--- config.mk ---
export PLATFORM = sky130hd
export DESIGN_NAME = lsch_outq
export DESIGN_NICKNAME = d
export VERILOG_FILES = /design/src/sv/lsch_pkg.sv /design/src/sv/lsch_outq.sv
export SDC_FILE = /design/constraint.sdc
export NUM_CORES = 1
export LEC_CHECK = 0
export BUFFER_PORTS_ARGS = -buffer_cell sky130_fd_sc_hd__buf_2
export CELL_PAD_IN_SITES_DETAIL_PLACEMENT = 1
export CELL_PAD_IN_SITES_GLOBAL_PLACEMENT = 2
export CORE_UTILIZATION = 39
export DETAILED_ROUTE_END_ITERATION = 10
export HOLD_SLACK_MARGIN = 0.1
export PLACE_DENSITY = 0.78
export SETUP_SLACK_MARGIN = 0.05
export SLEW_MARGIN = 20
export SYNTH_ARGS = -nofsm -noshare
export SYNTH_HDL_FRONTEND = slang
export SYNTH_SLANG_ARGS = --single-unit
--- constraint.sdc ---
create_clock -name clk -period 4.5 [get_ports clk]
set_clock_uncertainty 0.05 [all_clocks]
set_input_delay 0.225 -clock clk [delete_from_list [all_inputs] [get_ports clk]]
set_output_delay 0.225 -clock clk [all_outputs]
set_load 0.1 [all_outputs]
--- src/sv/lsch_pkg.sv ---
// ----------------------------------------------------------------------------
// lsch_pkg
// shared types and constants of the status code histogram
// ----------------------------------------------------------------------------
package lsch_pkg;

    localparam int CODE_LIMIT_DEF = 600;
    localparam int COUNT_BITS_DEF = 31;

    localparam int ACT_BITS    = 2;
    localparam int BYTE_BITS   = 8;
    localparam int CODE_BITS   = 10;
    localparam int OCC_BITS    = 31;
    localparam int S_DATA_BITS = 24;
    localparam int M_DATA_BITS = 48;

    localparam int LOW_CODE   = 100;
    localparam int NUM_SAT    = 1000;
    localparam int OUTQ_DEPTH = 3;

    localparam logic [BYTE_BITS-1:0] QUOTE_BYTE = 8'd34;
    localparam logic [BYTE_BITS-1:0] LINE_END   = 8'd10;
    localparam logic [BYTE_BITS-1:0] PLUS_BYTE  = 8'd43;
    localparam logic [BYTE_BITS-1:0] MINUS_BYTE = 8'd45;
    localparam logic [BYTE_BITS-1:0] ZERO_BYTE  = 8'd48;
    localparam logic [BYTE_BITS-1:0] NINE_BYTE  = 8'd57;

    localparam logic [OCC_BITS-1:0] OCC_MAX = '1;

    typedef enum logic [ACT_BITS-1:0] {
        ACT_BYTE  = 2'd0,
        ACT_FLUSH = 2'd1,
        ACT_READ  = 2'd2
    } action_t;

    typedef enum logic {
        OP_INC  = 1'b0,
        OP_READ = 1'b1
    } op_kind_t;

    // counter access from the parser
    typedef struct packed {
        logic                 valid;
        op_kind_t             kind;
        logic [CODE_BITS-1:0] code;
        logic                 in_range;
    } op_t;

    // one read result
    typedef struct packed {
        logic                 valid;
        logic [CODE_BITS-1:0] code;
        logic [OCC_BITS-1:0]  occ;
    } res_t;

endpackage

--- src/sv/lsch_outq.sv ---
// ----------------------------------------------------------------------------
// lsch_outq
// small result queue in front of the output stream
// ----------------------------------------------------------------------------
module lsch_outq
    import lsch_pkg::*;
(
    input  logic                   clk,
    input  logic                   rst_n,
    input  res_t                   res,
    input  logic                   pop,
    output logic                   head_valid,
    output logic [CODE_BITS-1:0]   head_code,
    output logic [OCC_BITS-1:0]    head_occ,
    output logic [1:0]             count
);

    typedef struct packed {
        logic [CODE_BITS-1:0] code;
        logic [OCC_BITS-1:0]  occ;
    } entry_t;

    entry_t     entry_reg [OUTQ_DEPTH];
    logic [1:0] wr_ptr_reg, wr_ptr_next;
    logic [1:0] rd_ptr_reg, rd_ptr_next;
    logic [1:0] count_reg, count_next;
    logic       do_pop;

    assign do_pop = pop && (count_reg != 2'd0);

    always_comb
    begin
        wr_ptr_next = wr_ptr_reg;
        rd_ptr_next = rd_ptr_reg;
        count_next  = count_reg;
        if (res.valid)
        begin
            wr_ptr_next = (wr_ptr_reg == 2'(OUTQ_DEPTH - 1)) ? 2'd0 : wr_ptr_reg + 2'd1;
        end
        if (do_pop)
        begin
            rd_ptr_next = (rd_ptr_reg == 2'(OUTQ_DEPTH - 1)) ? 2'd0 : rd_ptr_reg + 2'd1;
        end
        case ({res.valid, do_pop})
            2'b10:   count_next = count_reg + 2'd1;
            2'b01:   count_next = count_reg - 2'd1;
            default: count_next = count_reg;
        endcase
    end

    always_ff @(posedge clk or negedge rst_n)
    begin
        if (!rst_n)
        begin
            wr_ptr_reg <= '0;
            rd_ptr_reg <= '0;
            count_reg  <= '0;
        end
        else
        begin
            wr_ptr_reg <= wr_ptr_next;
            rd_ptr_reg <= rd_ptr_next;
            count_reg  <= count_next;
        end
    end

    always_ff @(posedge clk)
    begin
        if (res.valid)
        begin
            entry_reg[wr_ptr_reg] <= '{code: res.code, occ: res.occ};
        end
    end

    assign head_valid = (count_reg != 2'd0);
    assign head_code  = entry_reg[rd_ptr_reg].code;
    assign head_occ   = entry_reg[rd_ptr_reg].occ;
    assign count      = count_reg;

endmodule

==> run summary <==
Outcome: finished, final reports clean
Worst EP arrival: 2620 ps
Grt ovf: 0
DP HPWL: 5.58 mm
PortBufs: 88
Root buf cell: clkbuf_16
Synthesized Nets: 332
IO Count: 89
Largest net degree at the start of global routing: 49
R2R Setup Slk: 2770 ps
Hold Path Class: primary input to async pin
Relative slew slack: 0.325
Crit path capture type: output pin
Netlist cell types: 20
Drc violations: 0
Actual slew at the worst max-slew pin: 1010 ps
Synth Cell Area: 4870 sq um
Yosys Warn Count: 0
DR WL/cell: 16.2 um
Final Slew Violations: 0
Longest Clk Path Bufs: 2
Setup slack after layout: 1610 ps
Layout cell share with drive strength beyond 1: 0.287
Floorplan die height: 114 um
Filler cells: 1207
Most frequent cells in the layout: edfxtp_1 (123), buf_2 (88), nand2_1 (44)
Via density: 4.77
Final Hold Vio Count: 0
Initial antenna violation count: 0
Skew-Pair Late Insertion Delay: 400 ps
FF+latch count, synth: 129
Peak Freq: 346 MHz
Post-place setup slack: 2000 ps
ANT nets after route: 0
Worst-path clk slew: 60 ps
Max FFs per register: 123
Final min period: 2890 ps
Nets: 472
Yosys top cell by area: edfxtp_1
Worst endpoint required time: 4220 ps
Core Footprint: 12100 sq um
Crit share post-route: 0.643
Rows: 40
Full die area: 12900 sq um
H-tree Lvls: 4
Critical Path Start Type: flop
Max-Cap Viols: 0
Worst reg2reg path depth: 3
Reg-to-reg critical path endpoint: rd_ptr_reg[1]$_DFFE_PN0P_
Vias in the first global route: 3089
First-pass GRT wire length: 15.8 mm
Area Overhead vs Synth: 33.2%
Die W: 114 um
RR Startpoint: rd_ptr_reg[1]$_DFFE_PN0P_
Layout Cells excl Fill: 607
Clock sink count: 129
Top-area cell type share of the netlist area: 0.758
CTS Buf Count: 17
DP Cell Count: 533
RSZ-0062 raised after global routing: false
TritonCTS clock tree: built
Sequential area share after synthesis: 0.789
Critical path class: flop to output pin
Initial Util: 0.402
Commonest non-fill, non-tap cell in the layout: edfxtp_1
Post-CTS setup buffer count: 0
Synth top area cells: edfxtp_1 (76%), mux2i_1 (8.4%), o21ai_1 (4.2%)
CP Max Fanout: 33
DRT iter0 DRCs: 117
TritonRoute pass-1 iters: 4
Mapped Cells: 286
Setup violators final: 0
Synth Area per Inst: 17.0 sq um
Tot GR Track Use: 0.167
Setup TNS: 0 ps
Number of diodes: 0
Final wirelength: 9.86 mm
Via count: 2898
Gpl congestion: 0.675
==> how the worst max path moves through the flow <==
stage / startpoint / to / slack (ps) / depth (start not counted)
floorplan: wr_ptr_reg[0]$_DFFE_PN0P_ / entry_reg[2][0]$_DFFE_PP_ / 510 / 1
finish: rd_ptr_reg[0]$_DFFE_PN0P_ / head_code[0] / 1610 / 4
detailed placement: rd_ptr_reg[0]$_DFFE_PN0P_ / head_code[9] / 2000 / 4
global placement: rd_ptr_reg[0]$_DFFE_PN0P_ / head_code[9] / 2050 / 4
CTS: rd_ptr_reg[0]$_DFFE_PN0P_ / head_code[9] / 1560 / 4
global route: rd_ptr_reg[0]$_DFFE_PN0P_ / head_code[1] / 1480 / 4
==> stage by stage <==
stage / area (sq um) / hold slack [ps] / util
global placement: 5440 / 3.99 / 0.449
finish: 6490 / 113 / 0.536
global route: 6490 / 126 / 0.536
floorplan: 4870 / -121 / -
CTS: 6490 / 103 / 0.536
detailed placement: 5440 / 2.99 / 0.449
==> worst max-delay path, cell delays in order (launching register included) <==
cell and delay [ps]:
dfrtp_2 1030, buf_4 410, mux2i_1 110, o21ai_1 170
buf_2 460
==> cell usage after synthesis (all sizes together) <==
| cell type | count |
|---|---|
| inv | 2 |
| mux2i | 41 |
| dfrtp | 6 |
| clkbuf | 3 |
| ha | 1 |
| xnor2 | 2 |
| or2 | 1 |
| nand2 | 44 |
| nor3b | 1 |
| nor2 | 2 |
| edfxtp | 123 |
| buf | 11 |
| xor2 | 1 |
| o21ai | 43 |
| a21o | 3 |
| nor3 | 2 |
==> cells by family after synthesis <==
group / after synthesis / synth area share
buf+inv: 16 / 0.0293
mux: 41 / 0.0843
simple gates: 50 / 0.0403
compound gates: 46 / 0.0488
flops: 129 / 0.789
xor+xnor: 3 / 0.00540
fa+ha+maj: 1 / 0.00257
==> cell type report <==
type	count	area [sq um]	share of cell area
Tap cell	168	210	0.0324
Clock buffer	19	433	0.0667
Inverter	2	7.51	0.00116
Timing Repair Buffer	135	898	0.138
Clock inverter	13	191	0.0295
Multi-Input combinational cell	141	901	0.139
Sequential cell	129	3850	0.593
==> metal layers <==
layer / vias to the layer above / track usage / routed length [um]
met5: - / 0 / 0
met4: 0 / 0.0658 / 98
met3: 9 / 0.0430 / 340
met2: 72 / 0.287 / 4950
met1: 1462 / 0.201 / 4470
li1: 1355 / - / -
==> what timing repair did <==
action                    in CTS  in global routing
hold buffers                  42                  0
gates resized for setup        0                  0
hold endpoints to repair     129                  0
Power is not shown: default switching activity piles up to over one toggle a cycle in this logic, so the estimate is an artifact.
