$ cat src/sv/lsch_pkg.sv
// ----------------------------------------------------------------------------
// lsch_pkg
// shared types and constants of the status code histogram
// ----------------------------------------------------------------------------
package lsch_pkg;

    localparam int CODE_LIMIT_DEF = 600;
    localparam int COUNT_BITS_DEF = 31;

    localparam int ACT_BITS    = 2;
    localparam int BYTE_BITS   = 8;
    localparam int CODE_BITS   = 10;
    localparam int OCC_BITS    = 31;
    localparam int S_DATA_BITS = 24;
    localparam int M_DATA_BITS = 48;

    localparam int LOW_CODE   = 100;
    localparam int NUM_SAT    = 1000;
    localparam int OUTQ_DEPTH = 3;

    localparam logic [BYTE_BITS-1:0] QUOTE_BYTE = 8'd34;
    localparam logic [BYTE_BITS-1:0] LINE_END   = 8'd10;
    localparam logic [BYTE_BITS-1:0] PLUS_BYTE  = 8'd43;
    localparam logic [BYTE_BITS-1:0] MINUS_BYTE = 8'd45;
    localparam logic [BYTE_BITS-1:0] ZERO_BYTE  = 8'd48;
    localparam logic [BYTE_BITS-1:0] NINE_BYTE  = 8'd57;

    localparam logic [OCC_BITS-1:0] OCC_MAX = '1;

    typedef enum logic [ACT_BITS-1:0] {
        ACT_BYTE  = 2'd0,
        ACT_FLUSH = 2'd1,
        ACT_READ  = 2'd2
    } action_t;

    typedef enum logic {
        OP_INC  = 1'b0,
        OP_READ = 1'b1
    } op_kind_t;

    // counter access from the parser
    typedef struct packed {
        logic                 valid;
        op_kind_t             kind;
        logic [CODE_BITS-1:0] code;
        logic                 in_range;
    } op_t;

    // one read result
    typedef struct packed {
        logic                 valid;
        logic [CODE_BITS-1:0] code;
        logic [OCC_BITS-1:0]  occ;
    } res_t;

endpackage

$ cat src/sv/lsch_parse.sv
// ----------------------------------------------------------------------------
// lsch_parse
// per line parser: quotes, whitespace, sign and digits of the status code
// ----------------------------------------------------------------------------
module lsch_parse
    import lsch_pkg::*;
#(
    parameter int CODE_LIMIT = CODE_LIMIT_DEF
) (
    input  logic                 clk,
    input  logic                 rst_n,
    input  logic                 accept,
    input  logic [ACT_BITS-1:0]  action,
    input  logic [BYTE_BITS-1:0] byte_value,
    input  logic [CODE_BITS-1:0] query_code,
    output op_t                  op
);

    typedef enum logic [5:0] {
        PH_SEEK1  = 6'b000001,
        PH_SEEK2  = 6'b000010,
        PH_SPACE  = 6'b000100,
        PH_SIGN   = 6'b001000,
        PH_DIGITS = 6'b010000,
        PH_DONE   = 6'b100000
    } phase_t;

    localparam logic [CODE_BITS-1:0] LIMIT = CODE_BITS'(CODE_LIMIT);
    localparam logic [CODE_BITS-1:0] LOW   = CODE_BITS'(LOW_CODE);

    phase_t               phase_reg, phase_next;
    logic [CODE_BITS-1:0] num_reg, num_next;
    logic                 neg_reg, neg_next;

    logic                 is_digit;
    logic                 is_space;
    logic [3:0]           digit;
    logic [13:0]          prod;
    logic [CODE_BITS-1:0] num_dig;
    logic                 line_end;

    assign is_digit = (byte_value >= ZERO_BYTE) && (byte_value <= NINE_BYTE);
    assign is_space = (byte_value == 8'd32) || (byte_value == 8'd9) ||
                      (byte_value == 8'd11) || (byte_value == 8'd12) ||
                      (byte_value == 8'd13);
    assign digit    = 4'(byte_value - ZERO_BYTE);

    // value * 10 + digit, saturating
    assign prod    = 14'({num_reg, 3'b000}) + 14'({num_reg, 1'b0}) + 14'(digit);
    assign num_dig = (prod > 14'(NUM_SAT)) ? CODE_BITS'(NUM_SAT) : prod[CODE_BITS-1:0];

    assign line_end = (action == ACT_FLUSH) ||
                      ((action == ACT_BYTE) && (byte_value == LINE_END));

    always_comb
    begin
        phase_next  = phase_reg;
        num_next    = num_reg;
        neg_next    = neg_reg;
        op.valid    = 1'b0;
        op.kind     = OP_INC;
        op.code     = num_reg;
        op.in_range = 1'b1;
        if (accept)
        begin
            if (line_end)
            begin
                op.valid   = !neg_reg && (num_reg >= LOW) && (num_reg < LIMIT);
                phase_next = PH_SEEK1;
                num_next   = '0;
                neg_next   = 1'b0;
            end
            else if (action == ACT_READ)
            begin
                op.valid    = 1'b1;
                op.kind     = OP_READ;
                op.code     = query_code;
                op.in_range = (query_code >= LOW) && (query_code < LIMIT);
            end
            else if (action == ACT_BYTE)
            begin
                case (phase_reg)
                    PH_SEEK1:
                    begin
                        if (byte_value == QUOTE_BYTE)
                        begin
                            phase_next = PH_SEEK2;
                        end
                    end
                    PH_SEEK2:
                    begin
                        if (byte_value == QUOTE_BYTE)
                        begin
                            phase_next = PH_SPACE;
                        end
                    end
                    PH_SPACE:
                    begin
                        if (is_space)
                        begin
                            phase_next = PH_SPACE;
                        end
                        else if ((byte_value == PLUS_BYTE) || (byte_value == MINUS_BYTE))
                        begin
                            neg_next   = (byte_value == MINUS_BYTE);
                            phase_next = PH_SIGN;
                        end
                        else if (is_digit)
                        begin
                            num_next   = num_dig;
                            phase_next = PH_DIGITS;
                        end
                        else
                        begin
                            phase_next = PH_DONE;
                        end
                    end
                    PH_SIGN, PH_DIGITS:
                    begin
                        if (is_digit)
                        begin
                            num_next   = num_dig;
                            phase_next = PH_DIGITS;
                        end
                        else
                        begin
                            phase_next = PH_DONE;
                        end
                    end
                    default:
                    begin
                        phase_next = phase_reg;
                    end
                endcase
            end
        end
    end

    always_ff @(posedge clk or negedge rst_n)
    begin
        if (!rst_n)
        begin
            phase_reg <= PH_SEEK1;
            num_reg   <= '0;
            neg_reg   <= 1'b0;
        end
        else
        begin
            phase_reg <= phase_next;
            num_reg   <= num_next;
            neg_reg   <= neg_next;
        end
    end

endmodule

$ cat config.mk
export PLATFORM = sky130hd
export DESIGN_NAME = lsch_parse
export DESIGN_NICKNAME = d
export VERILOG_FILES = /design/src/sv/lsch_pkg.sv /design/src/sv/lsch_parse.sv
export SDC_FILE = /design/constraint.sdc
export NUM_CORES = 1
export LEC_CHECK = 0
export CAP_MARGIN = 20
export CELL_PAD_IN_SITES_DETAIL_PLACEMENT = 0
export CELL_PAD_IN_SITES_GLOBAL_PLACEMENT = 1
export CORE_UTILIZATION = 51
export CTS_BUF_LIST = sky130_fd_sc_hd__clkbuf_16
export DETAILED_ROUTE_END_ITERATION = 8
export DONT_BUFFER_PORTS = 1
export GPL_ROUTABILITY_DRIVEN = 0
export PLACE_DENSITY_LB_ADDON = 0.05
export RECOVER_POWER = 50
export SETUP_SLACK_MARGIN = 0.05
export SYNTH_ARGS = -nofsm -noshare
export SYNTH_HDL_FRONTEND = slang
export SYNTH_SLANG_ARGS = --single-unit
export TNS_END_PERCENT = 10
$ cat constraint.sdc
create_clock -name clk -period 9.83 [get_ports clk]
set_clock_uncertainty 0.2 [all_clocks]
set_input_delay 1.4745 -clock clk [delete_from_list [all_inputs] [get_ports clk]]
set_output_delay 1.4745 -clock clk [all_outputs]
set_load 0.005 [all_outputs]
==> flow_summary.yaml, run 1 <==
clock_network:
  max-clock-path-buffers: 2
  number_of_cts_inserted_buffers: 3
  tritoncts_clock_tree: "built"
  clkSlewWorstSetupHoldPaths_ns: 0.05
  cts.root.buffer_cell: "sky130_fd_sc_hd__clkbuf_16"
  cts_max_level: 1
  post_cts_resized: 0
  clock_latency_ns: 0.25
  ctsHoldBuffers: 0
  cts_setup_buffers: 0
  clkSinkCount: 17
logic_synthesis:
  synth-edff-count: 0
  async_flop_share_pct: 100
  area_share_of_the_leading_cell_type_in_the_synthesized_netlist_pct: 21.2
  gate_count_post_synth: 224
  synth.ff_latch_count: 17
  part_of_the_yosys_area_used_for_sequential_elements_pct: 22.6
  synth_top_flop_cell: "sky130_fd_sc_hd__dfrtp_1"
  synth_top_cells_by_area: "sky130_fd_sc_hd__dfrtp_1 21%, sky130_fd_sc_hd__ha_1 13%, sky130_fd_sc_hd__mux2_2 6.0%"
  synth_top_cell_by_area: "sky130_fd_sc_hd__dfrtp_1"
  synth.lib_cells_used.distinct: 57
  ys.warnings.count: 0
  postSynthAreaPerCell_sq_um: 8.45
  post_synthesis_net_count: 268
  mapped_area_sq_um: 1890
worst_setup_path:
  reg2reg_to: "num_reg[3]"
  required_ns: 8.16
  timing.critical_path.to_type: "primary output"
  worstPathArrival_ns: 2.56
  timing.setup.critical_path_class: "in -> out"
  register_to_register_setup_slack_ns: 6.40
  rr_startpoint: "num_reg[2]"
  reg2reg_depth: 8
  crit_fanout: 4
  setup.worst_path.start_class: "primary input"
sta:
  holdWs_ns: 0.303
  tightest_slew_ns: 0.600
  period_minus_slack_ns: 4.24
  setup_tns_ns: 0
  maxSlewHeadroom_pct: 60.0
  maxClockFrequency_mhz: 236
  timing.final.setup_violations: 0
  min_period_over_period_pct: 43.1
  grt_setup_unrepaired: "no"
  final_hold_viol_count: 0
  number_of_max_slew_violations_in_the_final_report: 0
floorplan:
  io_pins: 36
  std_cell_rows: 21
  die-width_microns: 62.9
  die_area_sq_um: 3960
  die_y_microns: 62.9
  coreArea_sq_um: 3440
  initial_utilization_pct: 55.0
global_route:
  grt_usage_pct: 26.2
  gr-max-usage-layer: "met2"
  routing_usage_on_met2_pct: 42.6
  global_route.overflow_total: 0
  pin_count_of_the_biggest_net_entering_global_routing: 18
  antenna_found_initial: 0
  grtUsageMet3_pct: 4.56
  via_count_of_the_first_global_routing_pass: 1735
  grtUsageMet1_pct: 36.4
  grt_pass1_wl_microns: 8200
placed_design:
  count_of_input_and_output_buffers: 0
  detailed_place_hpwl_microns: 3840
  dp_cells: 264
pwr:
  p_per_area_nw_per_um2: 260
  p_leak_nw: 0.876
  total_power_w: 0.000520
  power.ir.vdd_worst_v: 0.000110
layout:
  layout-drive-gt1-share_pct: 10.4
  largest_reg_flops: 10
  layout_common_cells: "27 x sky130_fd_sc_hd__nand2_1, 19 x sky130_fd_sc_hd__ha_1, 16 x sky130_fd_sc_hd__dfrtp_1"
  final_util_pct: 58.2
  layout.cells.non_filler: 268
  fin_nets: 267
  area_growth_syn_to_layout_pct: 5.89
  mostFrequentLayoutCell: "sky130_fd_sc_hd__nand2_1"
  n_antenna_cell: 0
run:
  timing.max_cap.violations: 0
drt:
  detailroute.via_count: 1768
  routed_wire_length_per_instance_microns: 18.0
  drtPass1Iterations: 4
  final_antenna_net_count: 0
  wirelength_microns: 4810
  remaining_drc_errors: 0
  route.detailed.vias_per_inst: 6.60
  drt-initial-drc-count: 127
worst_hold_path:
  holdPathEnd: "phase_reg[0]"
  worstHoldPathType: "reg -> reg"
  holdCritStartpoint: "phase_reg[0]"
  min_path_cells: 2
run_status:
  outcome: "finished clean"
layout make-up:
type / instances / area, sq um
Tap cell: 46 / 57.6
Inverter: 4 / 15.0
Clock inverter: 1 / 5.00
Fill cell: 325 / 1440
Clock buffer: 3 / 75.1
Sequential cell: 17 / 427
Multi-Input combinational cell: 197 / 1420
where the power goes:
| part | internal (W) | leakage, nW | switching (W) |
|---|---|---|---|
| clock | 0.0000545 | 0.0409 | 0.0000272 |
| combinational | 0.000133 | 0.618 | 0.000186 |
| sequential | 0.0000871 | 0.217 | 0.0000321 |
| total | 0.000275 | 0.876 | 0.000246 |
layer usage:
layer,wire length (microns),vias up,part of all wire (%)
li1,-,860,-
met1,2240,852,47
met2,2250,52,47
met3,296,4,6.2
met4,25,0,0.52
met5,0,-,0
synthesized netlist by cell type (all sizes together) (3+ instances only):
library cell	count
nand2	27
ha	19
dfrtp	16
o21ai	16
a21oi	15
nor2	11
mux2	10
nand3	9
nor3	7
and3	6
xor2	6
clkbuf	5
nor2b	5
a31oi	4
inv	4
nand4	4
o31ai	4
a211oi	3
a21o	3
a22o	3
nor3b	3
nor4b	3
o211ai	3
critical path, cell delays in order:
cell and delay, ns:
sky130_fd_sc_hd__nor3_1 0.33, sky130_fd_sc_hd__a41o_1 0.30, sky130_fd_sc_hd__nand2_1 0.15, sky130_fd_sc_hd__nor3_1 0.16
sky130_fd_sc_hd__or2_2 0.14
through the flow:
stage          worst slack (ns)  area (sq um)
2_1_floorplan              5.60          1890
3_3_place_gp               5.46          1920
3_5_place_dp               5.40          1920
4_1_cts                    5.62          2000
5_1_grt                    5.47          2000
6_report                   5.59          2000
cells by family (layout without fill, tap and decap cells):
| family | after synthesis | count (layout) | share of synthesized area [%] |
|---|---|---|---|
| compound gates | 70 | 70 | 25.3 |
| xor+xnor | 8 | 8 | 3.70 |
| fa+ha+maj | 21 | 21 | 14.7 |
| buf+inv | 10 | 8 | 2.18 |
| flops | 17 | 17 | 22.6 |
| mux | 12 | 12 | 7.01 |
| simple gates | 86 | 86 | 24.6 |
how the worst max path moves through the flow:
stage,from,endpoint,slack [ns],depth (start not counted)
floorplan,byte_value[3],num_reg[3],5.60,8
global placement,byte_value[3],num_reg[3],5.46,7
detailed placement,byte_value[3],num_reg[3],5.40,8
CTS,byte_value[5],op[12],5.62,5
global route,byte_value[3],num_reg[3],5.47,8
finish,byte_value[5],op[12],5.59,5
No activity file was read; power rests on OpenSTA's default activity.
==> inputs of run 2 (changes only) <==
CORE_UTILIZATION = 48   (was 51)
clock period = 4.4 ns   (was 9.83 ns; I/O delays follow)
==> run 2 against run 1 <==
Sequential share of layout area down 0.13 points. Critical path type is now reg -> reg. Total power grew 130%. Highest routed layer unchanged. Sequential power increased by 120%. First-iteration DRC count rose by 22%. Largest power group unchanged.
==> flow_summary.yaml, run 2 (synthesized netlist as in run 1, its figures left out) <==
layout:
  mostFrequentLayoutCell: "sky130_fd_sc_hd__nand2_1"
  n_antenna_cell: 0
  final_instance_area_sq_um: 2020
  layout.cells.non_filler: 271
  area_growth_syn_to_layout_pct: 6.55
  fin_nets: 268
  largest_reg_flops: 10
  layout-drive-gt1-share_pct: 10.3
  layout_common_cells: "27 x sky130_fd_sc_hd__nand2_1, 19 x sky130_fd_sc_hd__ha_1, 16 x sky130_fd_sc_hd__dfrtp_1"
floorplan:
  coreArea_sq_um: 3720
  die_area_sq_um: 4200
  die_y_microns: 64.8
  io_pins: 36
  die-width_microns: 64.8
  std_cell_rows: 22
  initial_utilization_pct: 50.9
worst_setup_path:
  library_cell_contributing_the_largest_single_delay_on_the_critical_path: "sky130_fd_sc_hd__fa_1"
  cpPeakStageDelay_ns: 0.54
  reg2reg_depth: 8
  timing.critical_path.to_type: "flip-flop"
  cp.depth: 8
  setup.worst_path.start_class: "flip-flop"
  crit_top_cell: "sky130_fd_sc_hd__fa_1"
  required_ns: 4.34
  worstPathArrival_ns: 3.41
  cp_cell_sequence: "fa_1, fa_1, a211oi_2, o21ai_1, a311oi_1, a21oi_1, a211o_1, o31a_1"
  timing.setup.critical_path_class: "reg -> reg"
  path_buf_inv: 0
  crit_fanout: 6
  worst_path_dominant_cell_family: "compound AO/OA/AOI/OAI gates"
global_route:
  antenna_found_initial: 0
  via_count_of_the_first_global_routing_pass: 1649
  global_route.overflow_total: 0
  grt_pass1_wl_microns: 8090
  pin_count_of_the_biggest_net_entering_global_routing: 17
  grt_usage_pct: 25.5
sta:
  tightest_slew_ns: 0.759
  maxSlewHeadroom_pct: 49.2
  final_hold_viol_count: 0
  maxClockFrequency_mhz: 288
  timing.final.setup_violations: 0
  grt_setup_unrepaired: "no"
  setup_tns_ns: 0
  holdWs_ns: 0.0493
  period_minus_slack_ns: 3.47
  number_of_max_slew_violations_in_the_final_report: 0
  min_period_over_period_pct: 78.9
drt:
  route.detailed.vias_per_inst: 6.59
  detailroute.via_count: 1785
  final_antenna_net_count: 0
  wirelength_microns: 4980
  routed_wire_length_per_instance_microns: 18.4
  remaining_drc_errors: 0
  drt-initial-drc-count: 155
  drtPass1Iterations: 4
pwr:
  p_per_area_nw_per_um2: 584
  switching_share_pct: 47.6
  p_leak_nw: 0.880
  power.ir.vdd_worst_v: 0.000297
  seq_power_share_pct: 22.5
  design_internal_power_w: 0.000617
  total_switching_power_w: 0.000560
  clock_network_power_share_pct: 15.5
  p_comb_share_pct: 62.0
  total_power_w: 0.00118
placed_design:
  count_of_input_and_output_buffers: 0
  detailed_place_hpwl_microns: 4070
  detailed_place.area_sq_um: 1930
  dp_cells: 266
clock_network:
  max-clock-path-buffers: 2
  cts.root.buffer_cell: "sky130_fd_sc_hd__clkbuf_16"
  clkSinkCount: 17
  clkSlewWorstSetupHoldPaths_ns: 0.05
  cts_setup_buffers: 0
  clock_latency_ns: 0.25
  tritoncts_clock_tree: "built"
  number_of_cts_inserted_buffers: 3
  cts_max_level: 1
worst_hold_path:
  worstHoldPathType: "in -> async"
run:
  timing.max_cap.violations: 0
run_status:
  outcome: "finished clean"
-- run 2: cell count changes in the layout (fill, tap and decap cells not counted) --
cell,previous run,this run
sky130_fd_sc_hd__dlygate4sd3_1,0,1
-- run 2: timing repair --
| item | CTS | global route |
|---|---|---|
| endpoints found under the setup margin | 0 | 0 |
| resized for setup | 0 | 0 |
| hold buffers | 1 | 0 |
| endpoints found under the hold margin | 16 | 0 |
-- run 2: worst paths after layout --
path / slack, ns / to / start
setup reg to reg: 0.93 / num_reg[3] / num_reg[0]
max in group asynchronous: 2.80 / num_reg[8] / rst_n
min in group clk: 0.29 / phase_reg[0] / phase_reg[0]
setup / recovery: 0.93 / num_reg[3] / num_reg[0]
hold reg to reg: 0.29 / phase_reg[0] / phase_reg[0]
hold / removal: 0.05 / phase_reg[0] / rst_n
-- run 2: routing by layer --
layer	routed length (microns)	GRT usage [%]	vias up
met1	2430	36.7	833
li1	-	-	863
met3	402	4.75	4
met5	0	0	-
met2	2100	38.4	85
met4	44	7.50	0
-- run 2: layout make-up --
| class | count | area (sq um) |
|---|---|---|
| clock buffer | 3 | 75.1 |
| clock inverter | 1 | 5.00 |
| fill | 349 | 1700 |
| inverter | 4 | 15.0 |
| multi-input combinational | 197 | 1420 |
| sequential | 17 | 427 |
| tap | 48 | 60.1 |
| timing repair buffer | 1 | 10.0 |
-- run 2: power by group through the flow --
| stage | combinational (W) | sequential, W | clock (W) |
|---|---|---|---|
| 6_report | 0.000730 | 0.000265 | 0.000183 |
| 3_5_place_dp | 0.000709 | 0.000266 | 0 |
| 3_3_place_gp | 0.000693 | 0.000265 | 0 |
| 5_1_grt | 0.000809 | 0.000272 | 0.000188 |
| 2_1_floorplan | 0.000579 | 0.000238 | 0 |
| 4_1_cts | 0.000718 | 0.000264 | 0.000185 |
-- run 2: metrics by stage --
| step | util (%) | setup slack (ns) |
|---|---|---|
| after floorplan | - | 0.988 |
| after global placement | 51.8 | 0.843 |
| after detailed placement | 51.8 | 0.734 |
| after CTS | 54.2 | 0.962 |
| after global routing | 54.2 | 0.727 |
| final | 54.2 | 0.928 |
==> inputs of run 3 (changes only) <==
CORE_UTILIZATION = 43   (was 48)
clock period = 2.8 ns   (was 4.4 ns; I/O delays follow)
==> run 3 against run 2 <==
The flow now finishes with violations (negative setup slack). Cell count grew 14%. Wire length grew 16%. First-iteration DRC count shrank 43%. Sequential share of layout area shrank 3.4 points. Count of clock-buffer cells in the layout is the same. Maximum frequency grew 11%. Sequential power grew 40%. Register-to-register slack lost 1.3 ns. Global-route usage grew 0.64 points. Final area grew 19%. Via count grew 11%. Largest cell class unchanged.
==> flow_summary.yaml, run 3 (synthesized netlist as in run 1, its figures left out) <==
run_status:
  outcome: "finished, violations left"
  violations_in_the_final_reports: "negative setup slack"
worst_setup_path:
  timing.critical_path.to_type: "flip-flop"
  required_ns: 2.74
  worstPathArrival_ns: 3.06
  register_to_register_setup_slack_ns: -0.32
  reg2reg_depth: 9
  timing.setup.critical_path_class: "reg -> reg"
  crit_fanout: 5
  setup.worst_path.start_class: "flip-flop"
layout:
  largest_reg_flops: 10
  n_antenna_cell: 0
  layout-drive-gt1-share_pct: 29.6
  layout.cells.non_filler: 310
  area_growth_syn_to_layout_pct: 26.7
  final_instance_area_sq_um: 2400
  layout.filler_cells: 373
  layout_common_cells: "37 x sky130_fd_sc_hd__buf_4, 27 x sky130_fd_sc_hd__nand2_1, 16 x sky130_fd_sc_hd__ha_1, 16 x sky130_fd_sc_hd__dfrtp_1, 14 x sky130_fd_sc_hd__a21oi_1"
  fin_nets: 305
  mostFrequentLayoutCell: "sky130_fd_sc_hd__buf_4"
placed_design:
  place_worst_setup_slack_ns: -0.307
  dp_cells: 301
  count_of_input_and_output_buffers: 0
  detailed_place.area_sq_um: 2210
  detailed_place_hpwl_microns: 4610
clock_network:
  tritoncts_clock_tree: "built"
  clkSinkCount: 17
  cts_max_level: 1
  number_of_cts_inserted_buffers: 3
  cts.root.buffer_cell: "sky130_fd_sc_hd__clkbuf_16"
  clkSlewWorstSetupHoldPaths_ns: 0.06
  max-clock-path-buffers: 2
  clock_latency_ns: 0.25
floorplan:
  die_area_sq_um: 4670
  std_cell_rows: 23
  coreArea_sq_um: 4120
  initial_utilization_pct: 46.0
  io_pins: 36
  die-width_microns: 68.3
  die_y_microns: 68.3
run:
  timing.max_cap.violations: 0
worst_hold_path:
  min_path_cells: 2
  worstHoldPathType: "in -> reg"
sta:
  maxSlewHeadroom_pct: 44.2
  grt_setup_unrepaired: "yes"
  number_of_max_slew_violations_in_the_final_report: 0
  timing.final.setup_violations: 10
  period_minus_slack_ns: 3.12
  tightest_slew_ns: 0.834
  min_period_over_period_pct: 112
  final_hold_viol_count: 0
  maxClockFrequency_mhz: 320
  setup_tns_ns: -2.23
  layout_setup_ws_ns: -0.324
global_route:
  global_route.overflow_total: 0
  grt_usage_pct: 26.2
  pin_count_of_the_biggest_net_entering_global_routing: 18
  grt_pass1_wl_microns: 8930
  routing_usage_on_met2_pct: 43.0
  antenna_found_initial: 0
  via_count_of_the_first_global_routing_pass: 1857
  grtUsageMet3_pct: 2.83
  gr-max-usage-layer: "met2"
  grtUsageMet1_pct: 36.2
drt:
  drtPass1Iterations: 4
  route.detailed.vias_per_inst: 6.41
  drt-initial-drc-count: 88
  wirelength_microns: 5770
  remaining_drc_errors: 0
  final_antenna_net_count: 0
  routed_wire_length_per_instance_microns: 18.6
  detailroute.via_count: 1988
pwr:
  design_internal_power_w: 0.00131
  p_per_area_nw_per_um2: 977
  switching_share_pct: 44.2
  p_leak_nw: 1.08
  total_switching_power_w: 0.00103
  clock_network_power_share_pct: 12.6
  power.ir.vdd_worst_v: 0.000546
  p_comb_share_pct: 71.5
  total_power_w: 0.00234
  seq_power_share_pct: 15.9
## run 3: cell types whose count changed in the layout (fill, tap and decap cells not counted), moves of 2 or more
cell / previous run / this run
sky130_fd_sc_hd__o21ai_2: 0 / 2
sky130_fd_sc_hd__o21ai_0: 14 / 12
sky130_fd_sc_hd__ha_2: 0 / 3
sky130_fd_sc_hd__nor4b_1: 2 / 0
sky130_fd_sc_hd__o31ai_2: 0 / 2
sky130_fd_sc_hd__ha_1: 19 / 16
sky130_fd_sc_hd__o31ai_1: 4 / 2
sky130_fd_sc_hd__buf_4: 0 / 37
## run 3: metal layers
metal	vias up	share of wire [%]
met5	-	0
met4	0	1.8
met3	10	5.0
met2	78	47
met1	967	46
li1	933	-
## run 3: worst max-delay path, cell delays in order, from the launching register on
cell                       delay, ns
sky130_fd_sc_hd__dfrtp_1        0.42
sky130_fd_sc_hd__ha_1           0.30
sky130_fd_sc_hd__ha_2           0.21
sky130_fd_sc_hd__fa_2           0.42
sky130_fd_sc_hd__a211oi_4       0.32
sky130_fd_sc_hd__o21ai_2        0.13
sky130_fd_sc_hd__xor2_1         0.23
sky130_fd_sc_hd__nand4_1        0.25
sky130_fd_sc_hd__mux2i_4        0.29
sky130_fd_sc_hd__o31a_1         0.25
## run 3: path summary, 6_finish.rpt
check | start | endpoint
max | num_reg[1] | num_reg[3]
min | byte_value[0] | neg_reg
max reg2reg | num_reg[1] | num_reg[3]
min reg2reg | phase_reg[0] | phase_reg[0]
max in group asynchronous | rst_n | num_reg[1]
min in group asynchronous | rst_n | phase_reg[1]
## run 3: power groups by stage
stage	registers (W)	logic (W)	clock network, W
global placement	0.000373	0.00151	0
floorplan	0.000376	0.000947	0
detailed placement	0.000376	0.00154	0
CTS	0.000371	0.00160	0.000295
global route	0.000379	0.00184	0.000308
finish	0.000372	0.00167	0.000296
## run 3: stage by stage
stage               hold WS [ns]  util (%)
global route               0.146      58.2
CTS                        0.136      57.1
floorplan                -0.0756         -
global placement         -0.0751      53.8
detailed placement       -0.0748      53.8
finish                     0.132      58.2
## run 3: final cells by class
type                       count  area, sq um  area share, %
clock buffer                   3         75.1           3.13
timing repair buffer          38          288           12.0
inverter                       4         15.0          0.627
clock inverter                 1         5.00          0.209
multi-input combinational    197         1520           63.6
tap                           50         62.6           2.61
sequential                    17          427           17.8
## run 3: timing repair
item	in CTS	in global routing
endpoints found under the setup margin	10	10
resized for setup	4	12
hold buffers	1	0
buffers inserted	4	0
pin swaps	11	12
hold endpoints to repair	17	0
